===== config.mk =====
export PLATFORM = sky130hd
export DESIGN_NAME = bjet_ctrl
export DESIGN_NICKNAME = d
export VERILOG_FILES = /design/src/rtl/core/bjet_pkg.sv /design/src/rtl/core/bjet_ctrl.sv
export SDC_FILE = /design/constraint.sdc
export NUM_CORES = 1
export LEC_CHECK = 0
export BUFFER_PORTS_ARGS = -buffer_cell sky130_fd_sc_hd__buf_2
export CAP_MARGIN = 40
export CORE_AREA = 2 2 39 41
export CTS_CLUSTER_DIAMETER = 120
export DETAILED_ROUTE_END_ITERATION = 7
export DIE_AREA = 0 0 41 43
export PLACE_DENSITY_LB_ADDON = 0.25
export SETUP_SLACK_MARGIN = 0.15
export SLEW_MARGIN = 10
export SYNTH_ARGS = -nofsm -noshare
export SYNTH_HDL_FRONTEND = slang
export SYNTH_SLANG_ARGS = --single-unit

===== constraint.sdc =====
create_clock -name aclk -period 3.8 [get_ports aclk]
set_clock_uncertainty 0.2 [all_clocks]
set_input_delay 0 -clock aclk [delete_from_list [all_inputs] [get_ports aclk]]
set_output_delay 0 -clock aclk [all_outputs]
set_load 0.01 [all_outputs]

===== src/rtl/core/bjet_pkg.sv =====
// Shared types, constants and fixed-point helpers for the biquadratic escape-time unit.
package bjet_pkg;

    localparam int FRAC_BITS   = 22;
    localparam int COORD_WIDTH = 32;
    localparam int PARAM_WIDTH = 27;
    localparam int PARAM_FRAC  = 22;
    localparam int COUNT_W     = 16;
    localparam int CFG_IDX_W   = 2;
    localparam int CFG_DATA_W  = PARAM_WIDTH;

    // Internal values: sign plus MAG_W magnitude bits, saturating at +-LIM.
    localparam int MAG_W  = FRAC_BITS + 8;
    localparam int VAL_W  = MAG_W + 1;
    localparam int PROD_W = 2 * MAG_W;
    localparam int SUM_W  = VAL_W + 2;
    localparam int CMP_W  = (COORD_WIDTH > MAG_W) ? COORD_WIDTH : MAG_W;
    localparam int PAR_W  = PARAM_WIDTH + MAG_W;
    localparam int P_SHL  = (FRAC_BITS >= PARAM_FRAC) ? FRAC_BITS - PARAM_FRAC : 0;
    localparam int P_SHR  = (PARAM_FRAC > FRAC_BITS) ? PARAM_FRAC - FRAC_BITS : 0;
    localparam int SQ_SHIFT    = FRAC_BITS;
    localparam int CROSS_SHIFT = FRAC_BITS - 1;

    typedef logic [MAG_W-1:0]        mag_t;
    typedef logic signed [VAL_W-1:0] val_t;
    typedef logic [PROD_W-1:0]       prod_t;

    localparam mag_t LIM = '1;
    localparam logic signed [SUM_W-1:0] LIM_S = {3'b000, LIM};
    localparam logic [MAG_W:0] TEN = (MAG_W + 1)'(10) << FRAC_BITS;

    localparam logic [PARAM_WIDTH-1:0] PARAM_A_RESET = PARAM_WIDTH'(0);
    localparam logic [PARAM_WIDTH-1:0] PARAM_B_RESET = PARAM_WIDTH'(4194304);
    localparam logic [COUNT_W-1:0]     MAX_ITER_RESET = COUNT_W'(50);

    typedef enum logic [CFG_IDX_W-1:0] {
        CFG_PARAM_A  = 2'd0,
        CFG_PARAM_B  = 2'd1,
        CFG_MAX_ITER = 2'd2
    } cfg_idx_t;

    typedef enum logic [2:0] {
        ST_IDLE,
        ST_MUL0,
        ST_CHECK,
        ST_MUL1,
        ST_HALF_B,
        ST_FINISH
    } state_t;

    typedef struct packed {
        logic load;
        logic mul;
        logic half_a;
        logic half_b;
        logic out_load;
    } dp_cmd_t;

    typedef struct packed {
        logic stop;
    } dp_status_t;

    function automatic val_t to_val(input logic neg, input mag_t mm);
        val_t v;
        v = val_t'({1'b0, mm});
        return neg ? -v : v;
    endfunction

    function automatic mag_t mag_of(input val_t v);
        val_t n;
        n = -v;
        return v[VAL_W-1] ? n[MAG_W-1:0] : v[MAG_W-1:0];
    endfunction

    // Product magnitude shifted right (toward zero), saturated to LIM.
    function automatic mag_t scale_prod(input prod_t p, input int unsigned sh);
        prod_t q;
        q = p >> sh;
        return (q > PROD_W'(LIM)) ? LIM : q[MAG_W-1:0];
    endfunction

    function automatic val_t sat_sum(input logic signed [SUM_W-1:0] s);
        val_t r;
        if (s > LIM_S) begin
            r = val_t'({1'b0, LIM});
        end else if (s < -LIM_S) begin
            r = -val_t'({1'b0, LIM});
        end else begin
            r = s[VAL_W-1:0];
        end
        return r;
    endfunction

    function automatic val_t load_coord(input logic [COORD_WIDTH-1:0] x);
        logic                   neg;
        logic [COORD_WIDTH-1:0] m;
        logic [CMP_W-1:0]       w;
        neg = x[COORD_WIDTH-1];
        m   = neg ? (~x + COORD_WIDTH'(1)) : x;
        w   = CMP_W'(m);
        if (w > CMP_W'(LIM)) begin
            w = CMP_W'(LIM);
        end
        return to_val(neg, w[MAG_W-1:0]);
    endfunction

    function automatic val_t load_param(input logic [PARAM_WIDTH-1:0] x);
        logic                   neg;
        logic [PARAM_WIDTH-1:0] m;
        logic [PAR_W-1:0]       w;
        neg = x[PARAM_WIDTH-1];
        m   = neg ? (~x + PARAM_WIDTH'(1)) : x;
        w   = (PAR_W'(m) << P_SHL) >> P_SHR;
        if (w > PAR_W'(LIM)) begin
            w = PAR_W'(LIM);
        end
        return to_val(neg, w[MAG_W-1:0]);
    endfunction

endpackage


===== src/rtl/core/bjet_ctrl.sv =====
// Sequencer for the escape-time loop and the result handshake.
module bjet_ctrl
    import bjet_pkg::*;
(
    input  logic       aclk,
    input  logic       aresetn,
    input  logic       s_tvalid,
    output logic       s_tready,
    output logic       m_tvalid,
    input  logic       m_tready,
    output dp_cmd_t    cmd,
    input  dp_status_t status
);

    state_t state_reg, state_next;
    logic   out_valid_reg, out_valid_next;
    logic   slot_free;

    assign slot_free = !out_valid_reg || m_tready;

    always_comb begin
        state_next = state_reg;
        unique case (state_reg)
            ST_IDLE:   if (s_tvalid) state_next = ST_MUL0;
            ST_MUL0:   state_next = ST_CHECK;
            ST_CHECK:  state_next = status.stop ? ST_FINISH : ST_MUL1;
            ST_MUL1:   state_next = ST_HALF_B;
            ST_HALF_B: state_next = ST_MUL0;
            ST_FINISH: if (slot_free) state_next = ST_IDLE;
            default:   state_next = ST_IDLE;
        endcase
    end

    always_comb begin
        cmd      = '0;
        s_tready = 1'b0;
        unique case (state_reg)
            ST_IDLE: begin
                s_tready = 1'b1;
                cmd.load = s_tvalid;
            end
            ST_MUL0, ST_MUL1: cmd.mul = 1'b1;
            ST_CHECK:  cmd.half_a = !status.stop;
            ST_HALF_B: cmd.half_b = 1'b1;
            ST_FINISH: cmd.out_load = slot_free;
            default: ;
        endcase
    end

    always_comb begin
        out_valid_next = out_valid_reg;
        if (cmd.out_load) begin
            out_valid_next = 1'b1;
        end else if (m_tready) begin
            out_valid_next = 1'b0;
        end
    end

    always_ff @(posedge aclk) begin
        if (!aresetn) begin
            state_reg     <= ST_IDLE;
            out_valid_reg <= 1'b0;
        end else begin
            state_reg     <= state_next;
            out_valid_reg <= out_valid_next;
        end
    end

    assign m_tvalid = out_valid_reg;

endmodule


==> impl_results.md, run 1 <==
- CP max stage cell: dlygate4sd3_1
- Max reg flops: 3
- GRT busiest layer: met1
- Worst Setup Path Type: flip-flop to flip-flop
- Met1 usage: between 8 and 9%
- MaxCap Viol Count: 0
- CP Launch Type: flip-flop
- Status: completed
- Clk Latency, worst-skew pair: roughly 0.23 ns
- Nets: 52
- Post-CTS Repair Setup Buffers: 0
- Period Utilization, post-route: a little under half
- Synthesized area per cell: 7.84 µm²
- Sequential-to-total area share from yosys stat: 34.0%
- Met2 global-route usage: 8.44%
- LEAKAGE: approximately 0.17 nW
- Buf/Inv on CP: 1
- Worst reg-to-reg setup slack: 2.05 ns
- Yosys top cell area share: roughly 34%
- #FFs+latches synth: 4
- Detail Placement HPWL: between 400 and 500 µm
- Rows: 14
- Worst endpoint required time: 3.72 ns
- Hold Crit Class: input pin to primary output
- CTS max path bufs: 2
- Critical Path Fanout Max: 9
- Syn nets: 35
- Count of cell types in the netlist: 19
- DRC viols: 0
- Largest net degree at the start of global routing: 10
- Final hold violations: 0
- TritonCTS clock tree: yes
- Slew Limit Headroom: between 70% and 80%
- Final setup TNS: 0 ns
- Max VDD drop: roughly 0.14 mV
- DR pass1 iterations: 3
- Die span in x: about 40 µm
- Slew @ Worst Pin: ~0.30 ns
- Area leader, netlist: dfxtp_1
- # resized after CTS: 0
- Met3 Track Usage GR: 8.38%
- Via-per-instance ratio: slightly above 4
- RSZ-0062 raised after global routing: no
- Die area: 1760 µm²
- PwrDens: roughly 350 nW/µm²
- Post-DRT Antenna Nets: 0
- H-tree levels: 1
- Vias in the first global route: between 200 and 250
- Boundary Pins: 12
- Synth top area cells: dfxtp_1, nand2b_1, and2_1, nor2b_1, buf_6
- Starting Density: around 17%
- Top Family by Delay on Critical Path: buffers and inverters
- IO buf count: 11
- Post-Route WL: roughly 550 µm
- Inst Count DP: 54
- Clock root cell: clkbuf_4
- Yosys warning total: 0
- Synthesized instance count: 30
- Core area: about 1400 µm²
- Fmax: about 570 MHz
- Antenna Cells: 0
- Initial antenna violation count: 0
- Critical path endpoint category: flip-flop
- Synthesized area: 235 µm²
- Number of hold buffers added after cts: 4
- Final setup fails: 0
- All-layer global routing usage: a little under 8%
- Minimum clock period: between 1.5 and 2 ns
- Critical Path AT: around 1.7 ns
- WL/cell: about 9 µm
- Clock sinks: 4
- CP Cell Sequence: or3_1 > nand3_1 > a21oi_1 > dlygate4sd3_1
- First-pass GRT wire length: 841 µm
- Non-filler cells, final: 61
- GP Congestion: 0.702
- Area delta synth->final: 48.4%
- CP peak stage delay: approximately 0.56 ns
- First DRT Iteration DRCs: 4
- Total gr overflow: 0
- Slew Viols, Final: 0
- Die Ht: approximately 43 µm
- Worst-path clk slew: about 0.04 ns
- Layout cells sized above 1: a little under a third
- Via count: between 200 and 250
- CTS Buf Count: 3
==> cells in the final DEF (no fill, tap or decap) <==
cell,n
dfxtp_1,4
or3_1,1
o2111ai_1,1
inv_1,1
nand2_1,2
dlygate4sd3_1,4
nor2b_1,2
nor3_1,2
and2_1,2
clkbuf_4,3
mux2i_1,1
nand2b_1,3
nor2_1,2
a21oi_1,1
nand3_1,2
and3_1,1
nand3b_1,1
buf_2,11
o21ai_0,1
==> power breakdown <==
| group | switching (mW) | total (mW) | internal (mW) |
|---|---|---|---|
| logic | 0.00836 | 0.0205 | 0.0121 |
| clock network | 0.0171 | 0.0524 | 0.0353 |
| registers | 0.00448 | 0.0489 | 0.0444 |
==> kinds of logic (layout without fill, tap and decap cells) <==
logic type	after synthesis	count (layout)	share of synthesized area (%)
buf+inv	4	19	11.7
flops	4	4	34.0
mux	1	1	4.26
compound gates	3	3	7.98
simple gates	18	18	42.0
==> worst paths after layout <==
check        cells past startpoint           end          from
max                              4  state_reg[0]  state_reg[2]
min                              3        cmd[4]      s_tvalid
max reg2reg                      4  state_reg[0]  state_reg[2]
min reg2reg                      2  state_reg[2]  state_reg[1]
==> Yosys cell counts (all sizes together) <==
cell	number
nand3b	1
nor2b	2
mux2i	1
and3	1
dfxtp	4
or3	1
nand3	2
nor3	2
nor2	2
inv	1
nand2	2
o2111ai	1
a21oi	1
buf	3
and2	2
o21ai	1
nand2b	3
==> routing by layer <==
metal	share of wire, %	vias to the layer above
met4	0	0
met3	10	0
li1	-	132
met5	0	-
met2	44	9
met1	45	108
==> area by class of cell <==
| class | count | area (µm²) |
|---|---|---|
| multi-input combinational | 22 | 128 |
| timing repair buffer | 15 | 95.1 |
| tap | 16 | 20.0 |
| sequential | 4 | 80.1 |
| fill | 157 | 1030 |
| inverter | 1 | 3.75 |
| clock buffer | 3 | 22.5 |
==> stage by stage <==
step                      power [mW]  hold WS, ns  worst slack [ns]  cell area, µm²  util (%)
final                          0.122        0.109              2.05             349      25.2
after global routing           0.130        0.139              1.99             349      25.2
after CTS                      0.125        0.117              2.05             349      25.2
after detailed placement      0.0667       0.0881              2.59             287      20.7
after global placement        0.0667       0.0799              2.61             287      20.7
after floorplan               0.0594      -0.0783              2.59             235         -
==> tightest hold or removal path: stages <==
cell    delay (ns)
buf_2         0.08
and2_1        0.11
buf_2         0.12
Power figures use the tool's default switching activity.
==> inputs of run 2 (changes only) <==
==> constraint.sdc (replaced) <==
create_clock -name aclk -period 1.4 [get_ports aclk]
set_clock_uncertainty 0.2 [all_clocks]
set_input_delay 0 -clock aclk [delete_from_list [all_inputs] [get_ports aclk]]
set_output_delay 0 -clock aclk [all_outputs]
set_load 0.01 [all_outputs]
==> run 2 against run 1 <==
The run now ends with negative hold slack left. Total power rose to 2.8 times the previous value. Flip-flop and latch count unchanged. Wire length up 2.0%. Design area rose by 5.0%. Clock power rose to 2.8 times the previous value. Final cell count fell by 1.6%. Core utilization increased by 1.3 points. Global-route usage unchanged. Worst hold slack got worse by 0.27 ns. Combinational power rose to 2.9 times the previous value. Highest routed layer unchanged.
==> impl_results.md, run 2 (synthesis results as in run 1) <==
- Status: finished with violations
- Failing checks: negative hold slack
- Commonest non-fill, non-tap cell in the layout: buf_2
- WL/cell: 9.37 µm (+3.7%)
- Clock root cell: clkbuf_4
- Slew Limit Headroom: 88.8% (+9.1 points)
- First DRT Iteration DRCs: 4 (unchanged)
- DRC viols: 0 (unchanged)
- MaxCap Viol Count: 0 (unchanged)
- Boundary Pins: 12 (unchanged)
- Die area: 1760 µm² (unchanged)
- CTS max path bufs: 2 (unchanged)
- Final setup fails: 0 (unchanged)
- Final setup TNS: 0 ns (unchanged)
- Worst-path clk slew: 0.04 ns (about the same)
- Hold Crit Class: input pin to flip-flop
- CTS Buf Count: 3 (unchanged)
- Max reg flops: 3 (unchanged)
- RSZ-0062 raised after global routing: yes
- Total gr overflow: 0 (unchanged)
- Number of hold buffers added after cts: 2 (-2)
- Detail Placement HPWL: 414 µm (unchanged)
- Slew Viols, Final: 0 (unchanged)
- Clk Latency, worst-skew pair: 0.24 ns (about the same)
- Die span in x: 41 µm (unchanged)
- Core area: 1380 µm² (unchanged)
- Period Utilization, post-route: approximately nine tenths
- Layout cells sized above 1: 47.7% (+17 points)
- Largest net degree at the start of global routing: 10 (unchanged)
- TritonCTS clock tree: yes
- Met1 usage: 8.97% (unchanged)
- Worst Setup Path Type: flip-flop to primary output
- Final core occ: 26.5% (+1.3 points)
- Met3 Track Usage GR: 8.38% (unchanged)
- Critical path endpoint category: primary output
- Area delta synth->final: 55.9%
- CP Launch Type: flip-flop
- LEAKAGE: 0.170 nW (+2.3%)
- Post-DRT Antenna Nets: 0 (unchanged)
- Critical Path AT: 1.05 ns (-0.62 ns)
- Max VDD drop: 0.393 mV (+190%)
- PwrDens: 936 nW/µm² (+170%)
- Critical Path Fanout Max: 8 (-1)
- Most frequent cells in the layout: buf_2, nand2b_1, clkbuf_4, dfxtp_4
- Via count: 251 (+0.80%)
- Fmax: 797 MHz
- WHS: -0.159 ns (-0.269 ns)
- Nets: 51 (-1.9%)
- H-tree levels: 1 (unchanged)
- Slew @ Worst Pin: 0.168 ns (-0.137 ns)
- Clock sinks: 4 (unchanged)
- Starting Density: 17.0% (unchanged)
- Die Ht: 43 µm (unchanged)
- DR pass1 iterations: 3 (unchanged)
- All-layer global routing usage: 7.72% (unchanged)
- Vias in the first global route: 206 (unchanged)
- Final hold violations: 2 (+2)
- Rows: 14 (unchanged)
- Via-per-instance ratio: 4.18 (+2.5%)
- Worst endpoint required time: 1.20 ns (-2.52 ns)
- Minimum clock period: roughly 1.3 ns
- GP Congestion: 0.703 (+0.27%)
- Initial antenna violation count: 0 (unchanged)
- Met2 global-route usage: 8.44% (unchanged)
- Antenna Cells: 0 (unchanged)
- Post-Route WL: 562 µm (+2.0%)
- IO buf count: 11 (unchanged)
- GRT busiest layer: met1
- First-pass GRT wire length: 841 µm (unchanged)
-- run 2: worst max-delay path: stages, from the launching register on --
cell and delay (ns):
dfxtp_4 0.37, nor3_4 0.18, and2_1 0.14, buf_2 0.12
-- run 2: final timing paths --
check	slack (ns)	startpoint	cells past startpoint	endpoint
setup reg to reg	0.22	state_reg[2]	3	state_reg[0]
setup / recovery	0.15	state_reg[1]	3	cmd[4]
hold reg to reg	0.32	state_reg[0]	1	state_reg[0]
hold / removal	-0.16	m_tready	4	state_reg[0]
-- run 2: what timing repair did --
item / CTS / global route
gates resized for setup: 4 / 6
setup endpoints to repair: 4 / 4
hold endpoints to repair: 4 / 2
pin swaps: 0 / 1
setup buffers: 0 / 1
-- run 2: per-stage QoR --
step,setup WS (ns),total power [mW],hold WS (ns),cell area [µm²],cells
after CTS,0.117,0.337,-0.136,338,59
final,0.146,0.343,-0.159,367,60
after global routing,0.103,0.366,-0.146,367,60
after floorplan,0.194,0.161,-0.0783,235,30
after global placement,0.207,0.181,0.0798,287,54
after detailed placement,0.194,0.181,0.0881,287,54
-- run 2: report_power, final --
part | internal, mW | leakage [nW] | switching [mW]
sequential | 0.119 | 0.0348 | 0.0154
combinational | 0.0364 | 0.122 | 0.0234
clock | 0.0963 | 0.0138 | 0.0527
total | 0.252 | 0.170 | 0.0916
-- run 2: per-layer routing --
| layer | vias up | routed length (µm) |
|---|---|---|
| met5 | - | 0 |
| met4 | 0 | 0 |
| met3 | 0 | 66 |
| met2 | 11 | 256 |
| met1 | 109 | 238 |
| li1 | 131 | - |
-- run 2: final cells by class --
type	instances	area (µm²)
sequential	4	91.3
fill	160	1020
inverter	1	3.75
tap	16	20.0
clock buffer	3	22.5
multi-input combinational	22	146
timing repair buffer	14	82.6
==> inputs of run 3 (changes only) <==
--- a/config.mk
+++ b/config.mk
@@ -6,13 +6,14 @@
 export NUM_CORES = 1
 export LEC_CHECK = 0
 export BUFFER_PORTS_ARGS = -buffer_cell sky130_fd_sc_hd__buf_2
-export CAP_MARGIN = 40
+export CAP_MARGIN = 10
 export CORE_AREA = 2 2 39 41
 export CTS_CLUSTER_DIAMETER = 120
 export DETAILED_ROUTE_END_ITERATION = 7
 export DIE_AREA = 0 0 41 43
 export PLACE_DENSITY_LB_ADDON = 0.25
 export SETUP_SLACK_MARGIN = 0.15
+export SKIP_LAST_GASP = 1
 export SLEW_MARGIN = 10
 export SYNTH_ARGS = -nofsm -noshare
 export SYNTH_HDL_FRONTEND = slang
==> constraint.sdc (replaced) <==
create_clock -name aclk -period 1.6 [get_ports aclk]
set_clock_uncertainty 0.2 [all_clocks]
set_input_delay 0 -clock aclk [delete_from_list [all_inputs] [get_ports aclk]]
set_output_delay 0 -clock aclk [all_outputs]
set_load 0.01 [all_outputs]
==> run 3 against run 2 <==
Die area is the same. Clock power decreased by 17%. Sequential share of layout area is 2.3 points lower. Total power is 16% lower. Core utilization down 0.90 points. The flow now finishes without violations. Critical path type unchanged. Flip-flop and latch count unchanged. Final cell count up 1.7%.
==> impl_results.md, run 3 (synthesis results as in run 1) <==
- Non-filler cells, final: 61 (+1.7%)
- WL/cell: 8.79 µm (-6.2%)
- Final std cell area, no fill: 354 µm² (-3.4%)
- Max reg flops: 3 (unchanged)
- Hold_sp: state_reg[2]
- Status: completed
- Fmax: between 700 and 800 MHz
- First DRT Iteration DRCs: 4 (unchanged)
- MaxCap Viol Count: 0 (unchanged)
- Slew Viols, Final: 0 (unchanged)
- Boundary Pins: 12 (unchanged)
- Die Ht: 43 µm (unchanged)
- Antenna Cells: 0 (unchanged)
- TritonCTS clock tree: yes
- Die area: 1760 µm² (unchanged)
- GP Congestion: 0.703 (unchanged)
- First-pass GRT wire length: 841 µm (unchanged)
- CTS Buf Count: 3 (unchanged)
- Minimum clock period: 1.32 ns
- Period Utilization, post-route: approximately 82%
- Clock sinks: 4 (unchanged)
- Detail Placement HPWL: 414 µm (unchanged)
- Critical Path Fanout Max: 9 (+1)
- Vias in the first global route: 206 (unchanged)
- RSZ-0062 raised after global routing: no
- Inst Count DP: 54 (unchanged)
- Slew Limit Headroom: 78.6% (-10 points)
- All-layer global routing usage: 7.72% (unchanged)
- Number of fillers in the final layout: 158 (-1.3%)
- Max VDD drop: 0.336 mV (-14%)
- Post-DRT Antenna Nets: 0 (unchanged)
- DR pass1 iterations: 3 (unchanged)
- DRC viols: 0 (unchanged)
- Final setup fails: 0 (unchanged)
- H-tree levels: 1 (unchanged)
- Worst Setup Path Type: flip-flop to primary output
- Placed Area: 287 µm² (unchanged)
- Layout cells sized above 1: 33.3% (-14 points)
- Nets: 52 (+2.0%)
- Clock root cell: clkbuf_4
- Critical Path AT: 1.12 ns (+0.07 ns)
- Total gr overflow: 0 (unchanged)
- CTS max path bufs: 2 (unchanged)
- CP startpoint: state_reg[0]
- Area delta synth->final: 50.5%
- Post-CTS Repair Setup Buffers: 0 (unchanged)
- Worst-path clk slew: 0.04 ns (about the same)
- Final setup TNS: 0 ns (unchanged)
- Final hold violations: 0 (-2)
- IO buf count: 11 (unchanged)
- Starting Density: 17.0% (unchanged)
- Post-Route WL: 536 µm (-4.6%)
- Via count: 254 (+1.2%)
- PwrDens: 815 nW/µm² (-13%)
- Reg2reg start: state_reg[2]
- Final core occ: 25.6% (-0.90 points)
- Hold Crit Class: flip-flop to flip-flop
- Via-per-instance ratio: 4.16 (-0.46%)
- Largest net degree at the start of global routing: 10 (unchanged)
- Core area: 1380 µm² (unchanged)
- Rows: 14 (unchanged)
- CP Launch Type: flip-flop
- Most frequent cells in the layout: buf_2, dlygate4sd3_1, dfxtp_1
- Initial antenna violation count: 0 (unchanged)
- Slew @ Worst Pin: 0.321 ns (+0.153 ns)
- LEAKAGE: 0.166 nW (-2.5%)
- Die span in x: 41 µm (unchanged)
- Worst endpoint required time: 1.40 ns (+0.20 ns)
- Clk Latency, worst-skew pair: 0.23 ns (about the same)
- Critical path endpoint category: primary output
- WHS: 0.370 ns (+0.529 ns)
- Commonest non-fill, non-tap cell in the layout: buf_2
## run 3: changes by cell type in the layout (fill, tap and decap cells not counted), sizes merged
cell and delta:
dlygate4sd3 +2, buf -1
## run 3: power breakdown
part | internal (mW) | switching [mW] | leakage (nW)
Combinational | 0.0289 | 0.0196 | 0.120
Clock | 0.0838 | 0.0399 | 0.0138
Sequential | 0.105 | 0.0112 | 0.0327
Total | 0.218 | 0.0707 | 0.166
## run 3: per-layer routing
metal / track usage, % / up-vias / wire (µm)
met4: 4.00 / 0 / 0
met3: 8.38 / 0 / 50
met1: 8.97 / 114 / 238
met5: 0 / - / 0
met2: 8.44 / 9 / 247
li1: - / 131 / -
## run 3: what timing repair did
item                                    in CTS  in global routing
hold buffers                                 4                  0
endpoints found under the setup margin       0                  1
endpoints found under the hold margin        4                  0
resized for setup                            0                  1
## run 3: critical path, cell delays in order, from the launching register on
cell and delay [ns]:
dfxtp_1 0.50, nor3_2 0.09, and2_1 0.17, buf_2 0.13
## run 3: final cells by class
class / count / area, µm² / area share, %
timing repair buffer: 15 / 95.1 / 26.9
clock buffer: 3 / 22.5 / 6.36
tap: 16 / 20.0 / 5.65
multi-input combinational: 22 / 133 / 37.5
inverter: 1 / 3.75 / 1.06
sequential: 4 / 80.1 / 22.6
## run 3: path summary, 6_finish.rpt
| path | slack [ns] | cells past startpoint | end |
|---|---|---|---|
| max | 0.28 | 3 | cmd[4] |
| min | 0.37 | 2 | state_reg[0] |
| max reg2reg | 0.38 | 3 | state_reg[0] |
| min reg2reg | 0.37 | 2 | state_reg[0] |
## run 3: stage by stage
step / total power, mW / setup WS (ns)
after floorplan: 0.141 / 0.394
after global placement: 0.158 / 0.407
after detailed placement: 0.158 / 0.394
after CTS: 0.296 / 0.228
after global routing: 0.310 / 0.193
final: 0.289 / 0.280
